`src/rtl/rcf_pkg.sv`:
```
// ----------------------------------------------------------------------------
// rcf_pkg : shared types and constants of the RGB 3x3 convolution filter
// Pixel, window column and result types, kernel selector and register codes.
// ----------------------------------------------------------------------------
`default_nettype none

package rcf_pkg;

    // window is WIN_SIZE x WIN_SIZE pixels
    localparam int WIN_SIZE = 3;

    // signed width of one column partial sum (edge kernel peaks at +/-2040)
    localparam int SUM_W = 12;

    // stream widths
    localparam int PIX_W      = 24;
    localparam int OUT_DATA_W = 56;

    // kernel selector
    typedef enum logic [1:0] {
        MODE_BOX     = 2'd0,
        MODE_SHARPEN = 2'd1,
        MODE_EDGE    = 2'd2,
        MODE_GAUSS   = 2'd3
    } mode_t;

    // configuration register indexes
    typedef logic [1:0] cfg_idx_t;
    localparam cfg_idx_t CFG_FILTER_MODE  = 2'd0;
    localparam cfg_idx_t CFG_FRAME_WIDTH  = 2'd1;
    localparam cfg_idx_t CFG_FRAME_HEIGHT = 2'd2;

    // one pixel, red in the low byte
    typedef struct packed {
        logic [7:0] blue;
        logic [7:0] green;
        logic [7:0] red;
    } rgb_t;

    // one window column, three rows
    typedef struct packed {
        rgb_t row_low;
        rgb_t row_mid;
        rgb_t row_up;
    } column_t;

    // weighted sum of one column, per channel
    typedef struct packed {
        logic signed [SUM_W-1:0] blue;
        logic signed [SUM_W-1:0] green;
        logic signed [SUM_W-1:0] red;
    } col_sum_t;

    // control shared by all window cells
    typedef struct packed {
        logic  shift;
        logic  capture;
        mode_t mode;
    } cell_ctrl_t;

    // position data that travels with a result
    typedef struct packed {
        logic        last;
        logic [10:0] col;
        logic [15:0] row;
    } meta_t;

    // one result beat
    typedef struct packed {
        logic        last;
        logic [10:0] col;
        logic [15:0] row;
        rgb_t        pix;
    } res_t;

endpackage : rcf_pkg

`default_nettype wire

```
`src/rtl/rcf_win_cell.sv`:
```
// ----------------------------------------------------------------------------
// rcf_win_cell : one column of the 3x3 window
// Holds three pixels, passes them to its neighbour on shift, and registers
// the kernel-weighted sum of its column for each channel.
// ----------------------------------------------------------------------------
`default_nettype none

module rcf_win_cell (
    input  wire logic                clk,
    input  wire logic                rst_n,
    input  wire rcf_pkg::cell_ctrl_t ctrl,
    input  wire logic                centre,   // middle column of the window
    input  wire rcf_pkg::column_t    col_in,
    output rcf_pkg::column_t         col_out,
    output rcf_pkg::col_sum_t        sum_out
);

    localparam int SW = rcf_pkg::SUM_W;

    rcf_pkg::column_t  col_reg;
    rcf_pkg::col_sum_t sum_reg;
    rcf_pkg::col_sum_t sum_next;

    // floor(p/9) as p*57 >> 9, exact over 0..255
    function automatic logic [4:0] div9(input logic [7:0] p);
        logic [13:0] prod;
        prod = 14'(p) * 14'd57;
        return prod[13:9];
    endfunction

    // a: upper row, b: middle row, c: lower row
    function automatic logic signed [SW-1:0] col_term(
        input rcf_pkg::mode_t m,
        input logic           ctr,
        input logic [7:0]     a,
        input logic [7:0]     b,
        input logic [7:0]     c
    );
        logic signed [SW-1:0] sa;
        logic signed [SW-1:0] sb;
        logic signed [SW-1:0] sc;
        logic signed [SW-1:0] res;
        sa = $signed(SW'(a));
        sb = $signed(SW'(b));
        sc = $signed(SW'(c));
        unique case (m)
            rcf_pkg::MODE_BOX:
                res = $signed(SW'(div9(a))) + $signed(SW'(div9(b)))
                    + $signed(SW'(div9(c)));
            rcf_pkg::MODE_SHARPEN:
                res = ctr ? ((sb <<< 2) + sb - sa - sc) : -sb;
            rcf_pkg::MODE_EDGE:
                res = ctr ? ((sb <<< 3) - sa - sc) : -(sa + sb + sc);
            rcf_pkg::MODE_GAUSS:
                res = ctr ? ((sa >>> 3) + (sb >>> 2) + (sc >>> 3))
                          : ((sa >>> 4) + (sb >>> 3) + (sc >>> 4));
        endcase
        return res;
    endfunction

    always_comb
    begin
        sum_next.red   = col_term(ctrl.mode, centre, col_reg.row_up.red,
                                  col_reg.row_mid.red, col_reg.row_low.red);
        sum_next.green = col_term(ctrl.mode, centre, col_reg.row_up.green,
                                  col_reg.row_mid.green, col_reg.row_low.green);
        sum_next.blue  = col_term(ctrl.mode, centre, col_reg.row_up.blue,
                                  col_reg.row_mid.blue, col_reg.row_low.blue);
    end

    always_ff @(posedge clk or negedge rst_n)
    begin
        if (!rst_n)
        begin
            col_reg <= '0;
            sum_reg <= '0;
        end
        else
        begin
            if (ctrl.shift)
            begin
                col_reg <= col_in;
            end
            if (ctrl.capture)
            begin
                sum_reg <= sum_next;
            end
        end
    end

    assign col_out = col_reg;
    assign sum_out = sum_reg;

endmodule : rcf_win_cell

`default_nettype wire

```
`config.mk`:
```
export PLATFORM = sky130hd
export DESIGN_NAME = rcf_win_cell
export DESIGN_NICKNAME = d
export VERILOG_FILES = /design/src/rtl/rcf_pkg.sv /design/src/rtl/rcf_win_cell.sv
export SDC_FILE = /design/constraint.sdc
export NUM_CORES = 1
export LEC_CHECK = 0
export ABC_AREA = 1
export BUFFER_PORTS_ARGS = -buffer_cell sky130_fd_sc_hd__buf_4
export CORE_MARGIN = 3
export CORE_UTILIZATION = 37
export DETAILED_ROUTE_END_ITERATION = 10
export PLACE_DENSITY = 0.65
export SYNTH_ARGS = -nofsm -noshare
export SYNTH_HDL_FRONTEND = slang
export SYNTH_SLANG_ARGS = --single-unit
```
`constraint.sdc`:
```
create_clock -name clk -period 5.1 [get_ports clk]
set_clock_uncertainty 0.2 [all_clocks]
set_input_delay 0.255 -clock clk [delete_from_list [all_inputs] [get_ports clk]]
set_output_delay 0.255 -clock clk [all_outputs]
set_load 0.05 [all_outputs]
```
==> results_dict.tcl, run 1 <==
set metrics [dict create \
    outcome "completed" \
    drv_cap 0 \
    path_delay_family "adder cells" \
    cts_tree "done" \
    post_drt_via_cell_ratio 5.184 \
    insertion_delay_ns 0.41 \
    seq_area_frac_synth_pct 13.60 \
    ys_async_sr_fraction_pct 100.0 \
    synth_seq_cells 108 \
    cts_max_level 3 \
    initialDrtViolationCount 1072 \
    cp_slowest_stage_delay_ns 0.54 \
    fmax_mhz 204.5 \
    p_per_area_nw_per_um2 467.3 \
    antenna_found_initial 2 \
    die_h_um 237.8 \
    gr-total-overflow 0 \
    rsz0062_at_grt "true" \
    setup_viol 0 \
    max_slew_margin_pct 34.56 \
    final_cell_mix "nand2_1 (530), ha_1 (369), inv_1 (368)" \
    crit_type "reg2reg" \
    place_hpwl_mm 52.15 \
    synth_enable_flop_cells 0 \
    arrival_ns 5.00 \
    clkSlewWorstSetupHoldPaths_ns 0.09 \
    crit_required_ns 5.21 \
    synth_fp_nets 3144 \
    crit_slowest_cell "fa_1" \
    finalNetCount 3495 \
    syn_to_final_growth_pct 21.20 \
    fp-row-count 84 \
    drv_slew 0 \
    ant_nets 0 \
    crit_start "col_out[41]" \
    grtUsageTotal_pct 22.79 \
    ys_types 39 \
    preCtsSetupSlack_ns 0.06619 \
    vias 18240 \
    grt_max_degree 91 \
    cts-root-buf "clkbuf_16" \
    timing.rr.start "col_out[41]" \
    start_util_pct 37.59 \
    drc_errors 0 \
    final_hold_viol_count 0 \
    synth_area_um2 19870 \
    period_needed_ns 4.891 \
    peakVddDrop_mv 0.3774 \
    core_area_um2 52870 \
    cts_made_buffers 9 \
    wl_per_cell_um 18.20 \
    clockBufferDepth 2 \
    cp_max_fo 4 \
    fin_area_um2 24090 \
    io_buffers 186 \
    grt_pass1_vias 18640 \
    gp_congestion 0.9784 \
    drive_gt1_share_pct 14.35 \
    worstMarginPinSlew_ns 0.9817 \
    finalWirelength_mm 64.02 \
    fp.dieW_um 237.8 \
    dr.pass1.iters 6 \
    fp.dieArea_um2 56530 \
    crit_buf_inv 4 \
    grt_pass1_wl_mm 101.2 \
    final_common_cell "nand2_1" \
    antenna_cells 0 \
    place_area_um2 22780 \
    path_cells "inv_1 > fa_1 > inv_1 > fa_1 > ha_1 > ha_1 > inv_1 > o21bai_1 > a31oi_1 > xor2_1 > inv_1 > fa_1 > ha_1 > fa_2 > nand2_1 > nand2_1 > a21oi_2 > nand2_1 > nand2_1 > o21ai_0 > nor2_1 > nor2_1" \
    p_total_mw 11.26 \
    syn_inst 2474 \
    hp-class "in2async" \
    timing.final.ws_setup_ns 0.2091 \
    fin_util_pct 45.56 \
    synth_flop_cell "dfrtp_1" \
    p_leak_nw 12.75 \
    timing.final.crit_share_pct 95.90 \
    startpoint_type "register" \
    avgSynthCellArea_um2 8.033 \
    yosysWarnings 0 \
    pin_count 187 \
    cts_sinks 108 \
    setup.worst_path.end_class "register" \
]
==> worst paths after layout <==
kind | cells after the start | end | slack, ns
setup / recovery | 22 | sum_out[29] | 0.21
hold / removal | 2 | col_out[67] | 0.05
setup reg to reg | 22 | sum_out[29] | 0.21
hold reg to reg | 2 | sum_out[31] | 0.29
max in group asynchronous | 3 | col_out[3] | 3.56
min in group clk | 3 | sum_out[5] | 0.10
==> synth_stat cells, types with 32 or more instances <==
cell | n | share of area [%]
a21oi_1 | 124 | 3.1
dfrtp_1 | 108 | 14
fa_1 | 216 | 22
ha_1 | 375 | 24
inv_1 | 374 | 7.1
nand2_1 | 531 | 10
nand3_1 | 214 | 5.4
nand4_1 | 32 | 1.0
nor2_1 | 111 | 2.1
o21ai_0 | 138 | 3.5
xnor2_1 | 36 | 1.6
xor2_1 | 41 | 1.8
==> metrics by stage <==
step                      hold WS, ns  TNS [ns]  cells
final                         0.05213         0   3518
after global routing          0.07168  -0.04762   3518
after CTS                     0.04587         0   3503
after detailed placement     -0.04381         0   3414
after global placement       -0.05236         0   3414
after floorplan               -0.2406  -0.04127   2474
==> power breakdown <==
| part | internal (mW) | switching (mW) | leakage (nW) |
|---|---|---|---|
| combinational | 3.64 | 5.59 | 11.3 |
| clock | 0.439 | 0.414 | 0.159 |
| sequential | 1.01 | 0.159 | 1.29 |
==> cell type report <==
class | count | area [um^2]
timing repair buffer | 390 | 3110
inverter | 381 | 1433
fill | 5152 | 28780
clock buffer | 9 | 225.2
sequential | 108 | 2735
multi-input combinational | 1935 | 15620
tap | 688 | 860.8
clock inverter | 7 | 105.1
==> cells by family after synthesis <==
kind of cell	count (synthesis)	synth area share (%)
AO/OA/AOI/OAI	350	9.702
XOR/XNOR	77	3.393
adder cells (fa/ha/maj)	591	45.37
buffers and inverters	431	8.455
flip-flops	108	13.60
AND/OR/NAND/NOR	917	19.49
==> sequential cells by signal (all words and copies together), names as in the netlist <==
register / cells
col_out: 72
sum_out: 36
==> per-layer routing <==
metal	global-route usage (%)	vias to the layer above	wire, um
met5	0	-	23
met4	6.379	4	1601
met3	3.690	103	3831
met2	37.91	555	30030
met1	30.76	8811	28530
li1	-	8766	-
==> repair_timing <==
item,in CTS,in global routing
buffers inserted,0,15
gates resized for setup,0,34
hold buffers,73,0
endpoints found under the setup margin,0,10
hold endpoints to repair,86,0
==> worst reg2reg max path, delay by kind of cell, from the launching register on <==
family	cells	cell delay, ns
buf+inv	4	0.33
fa+ha+maj	7	2.63
compound gates	4	0.50
flops	1	0.44
xor+xnor	1	0.28
simple gates	6	0.42
No activity file was read; power rests on OpenSTA's default activity.
==> run 2: changes to the inputs <==
--- a/config.mk
+++ b/config.mk
@@ -10,7 +10,9 @@
 export CORE_MARGIN = 3
 export CORE_UTILIZATION = 37
 export DETAILED_ROUTE_END_ITERATION = 10
+export GPL_TIMING_DRIVEN = 0
 export PLACE_DENSITY = 0.65
+export SLEW_MARGIN = 10
 export SYNTH_ARGS = -nofsm -noshare
 export SYNTH_HDL_FRONTEND = slang
 export SYNTH_SLANG_ARGS = --single-unit
==> run 2 against run 1 <==
  * Final area increased by 4.1%
  * Die area unchanged
  * Combinational power increased by 9%
  * Critical path depth decreased by 1
  * Register-to-register slack got worse by 0.11 ns
  * Sequential share of layout area decreased by 0.17 points
  * Sequential power increased by 7%
  * First-iteration DRC count increased by 32%
  * Critical path type unchanged
  * Largest cell class unchanged
  * Largest power group unchanged
==> results_dict.tcl, run 2 (synthesized netlist as in run 1, its figures left out) <==
set metrics [dict create \
    antenna_cells 0 \
    cp_slowest_stage_delay_ns 0.57 \
    arrival_ns 5.10 \
    finalWirelength_mm 73.20 \
    drv_slew 0 \
    peakVddDrop_mv 0.3786 \
    p_per_area_nw_per_um2 482.9 \
    cts_made_buffers 9 \
    ant_nets 0 \
    crit_buf_inv 3 \
    cp_max_fo 4 \
    worstMarginPinSlew_ns 1.164 \
    cts_sinks 108 \
    hp-class "in2reg" \
    timing.final.crit_share_pct 98.11 \
    grt_pass1_vias 18670 \
    max_slew_margin_pct 22.39 \
    final_hold_viol_count 0 \
    hold_ws_ns 0.1004 \
    initialDrtViolationCount 1417 \
    start_util_pct 37.59 \
    final_common_cell "nand2_1" \
    pin_count 187 \
    place_area_um2 22180 \
    drc_errors 0 \
    fp.dieW_um 237.8 \
    startpoint_type "register" \
    setup_viol 0 \
    syn_to_final_growth_pct 26.12 \
    vias 19020 \
    die_h_um 237.8 \
    fin_area_um2 25070 \
    crit_required_ns 5.20 \
    path_delay_family "adder cells" \
    gr-total-overflow 0 \
    post_drt_via_cell_ratio 5.305 \
    dr.pass1.iters 5 \
    fin_util_pct 47.41 \
    final_cell_mix "nand2_1 (523), ha_1 (358), buf_4 (337)" \
    crit_type "reg2reg" \
    fp.dieArea_um2 56530 \
    setup.worst_path.end_class "register" \
    finalNetCount 3563 \
    grt_pass1_wl_mm 109.2 \
    setup_tns_ns 0 \
    place_hpwl_mm 56.80 \
    path_cells "clkinvlp_4 > fa_1 > inv_1 > fa_1 > ha_4 > ha_4 > a21o_1 > a21oi_2 > o31ai_4 > xor2_2 > fa_1 > inv_2 > ha_4 > fa_2 > nand3_2 > nand2_4 > xor2_2 > nand2_1 > nand4_1 > nand2_2 > nand2_1" \
    cts_max_level 3 \
    core_area_um2 52870 \
    period_needed_ns 5.004 \
    clockBufferDepth 2 \
    largest_reg_flops 72 \
    cts_tree "done" \
    drive_gt1_share_pct 19.63 \
    insertion_delay_ns 0.42 \
    fp-row-count 84 \
    gp_congestion 0.9441 \
    grt_max_degree 70 \
    p_total_mw 12.10 \
    fmax_mhz 199.9 \
    p_leak_nw 12.78 \
    grtUsageTotal_pct 25.26 \
    outcome "completed" \
    wl_per_cell_um 20.41 \
    cts-root-buf "clkbuf_16" \
    crit_slowest_cell "fa_1" \
    drv_cap 0 \
    io_buffers 184 \
    rsz0062_at_grt "true" \
    nFillCells 5105 \
    antenna_found_initial 1 \
    clkSlewWorstSetupHoldPaths_ns 0.08 \
]
## run 2: cell count changes in the layout (fill, tap and decap cells not counted), sizes merged
cell / before / now
bufinv: 2 / 0
inv: 384 / 338
dlygate4sd3: 73 / 72
clkinvlp: 1 / 49
clkbuf: 9 / 32
buf: 317 / 363
## run 2: worst paths after layout
kind | startpoint | end | slack, ns | cells past startpoint
max in group asynchronous | rst_n | col_out[49] | 3.79 | 3
min | ctrl[2] | sum_out[18] | 0.10 | 5
max | col_out[3] | sum_out[5] | 0.1 | 21
min reg2reg | sum_out[18] | sum_out[18] | 0.30 | 2
min in group asynchronous | rst_n | col_out[70] | 0.13 | 2
max reg2reg | col_out[3] | sum_out[5] | 0.1 | 21
## run 2: per-stage QoR
| step | setup WS (ns) | std cells |
|---|---|---|
| floorplan | -0.04127 | 2474 |
| global placement | -0.5107 | 3346 |
| detailed placement | -0.5268 | 3347 |
| CTS | -0.02073 | 3504 |
| global route | -0.06763 | 3586 |
| finish | 0.09639 | 3586 |
## run 2: routing by layer
metal / GRT usage (%) / routed length, um / share of wire, % / up-vias
met4: 7.061 / 2074 / 2.8 / 0
met3: 3.005 / 4829 / 6.6 / 100
li1: - / - / - / 8899
met2: 41.03 / 33690 / 46 / 689
met1: 35.62 / 32610 / 45 / 9336
met5: 0 / 0 / 0 / -
## run 2: what timing repair did
item                                    CTS  global route
buffers inserted                         69            82
endpoints found under the hold margin   131             0
hold buffers                             72             0
endpoints found under the setup margin   14            11
cloned                                    0             0
pin swaps                                 2            48
resized for setup                        80           102
## run 2: area by class of cell
| class | count | area [um^2] | share of cell area [%] |
|---|---|---|---|
| Multi-Input combinational cell | 1935 | 15970 | 63.70 |
| Timing Repair Buffer | 408 | 3294 | 13.14 |
| Sequential cell | 108 | 2804 | 11.19 |
| Inverter | 381 | 1609 | 6.419 |
| Tap cell | 688 | 860.8 | 3.434 |
| Buffer | 50 | 247.7 | 0.9884 |
| Clock buffer | 9 | 225.2 | 0.8985 |
| Clock inverter | 7 | 57.56 | 0.2296 |
## run 2: report_power, final
group / total [mW] / switching, mW / internal [mW]
Combinational: 10.1 / 6.07 / 4.03
Sequential: 1.25 / 0.228 / 1.02
Clock: 0.751 / 0.411 / 0.340
Total: 12.1 / 6.71 / 5.39
## run 2: worst register-to-register path, cell delays in order, from the launching register on
cell	delay [ns]
dfrtp_2	0.41
clkinvlp_4	0.16
fa_1	0.53
inv_1	0.05
fa_1	0.49
ha_4	0.30
ha_4	0.19
a21o_1	0.21
a21oi_2	0.19
o31ai_4	0.13
xor2_2	0.21
fa_1	0.57
inv_2	0.05
ha_4	0.16
fa_2	0.38
nand3_2	0.09
nand2_4	0.07
xor2_2	0.16
nand2_1	0.07
nand4_1	0.11
nand2_2	0.11
nand2_1	0.06
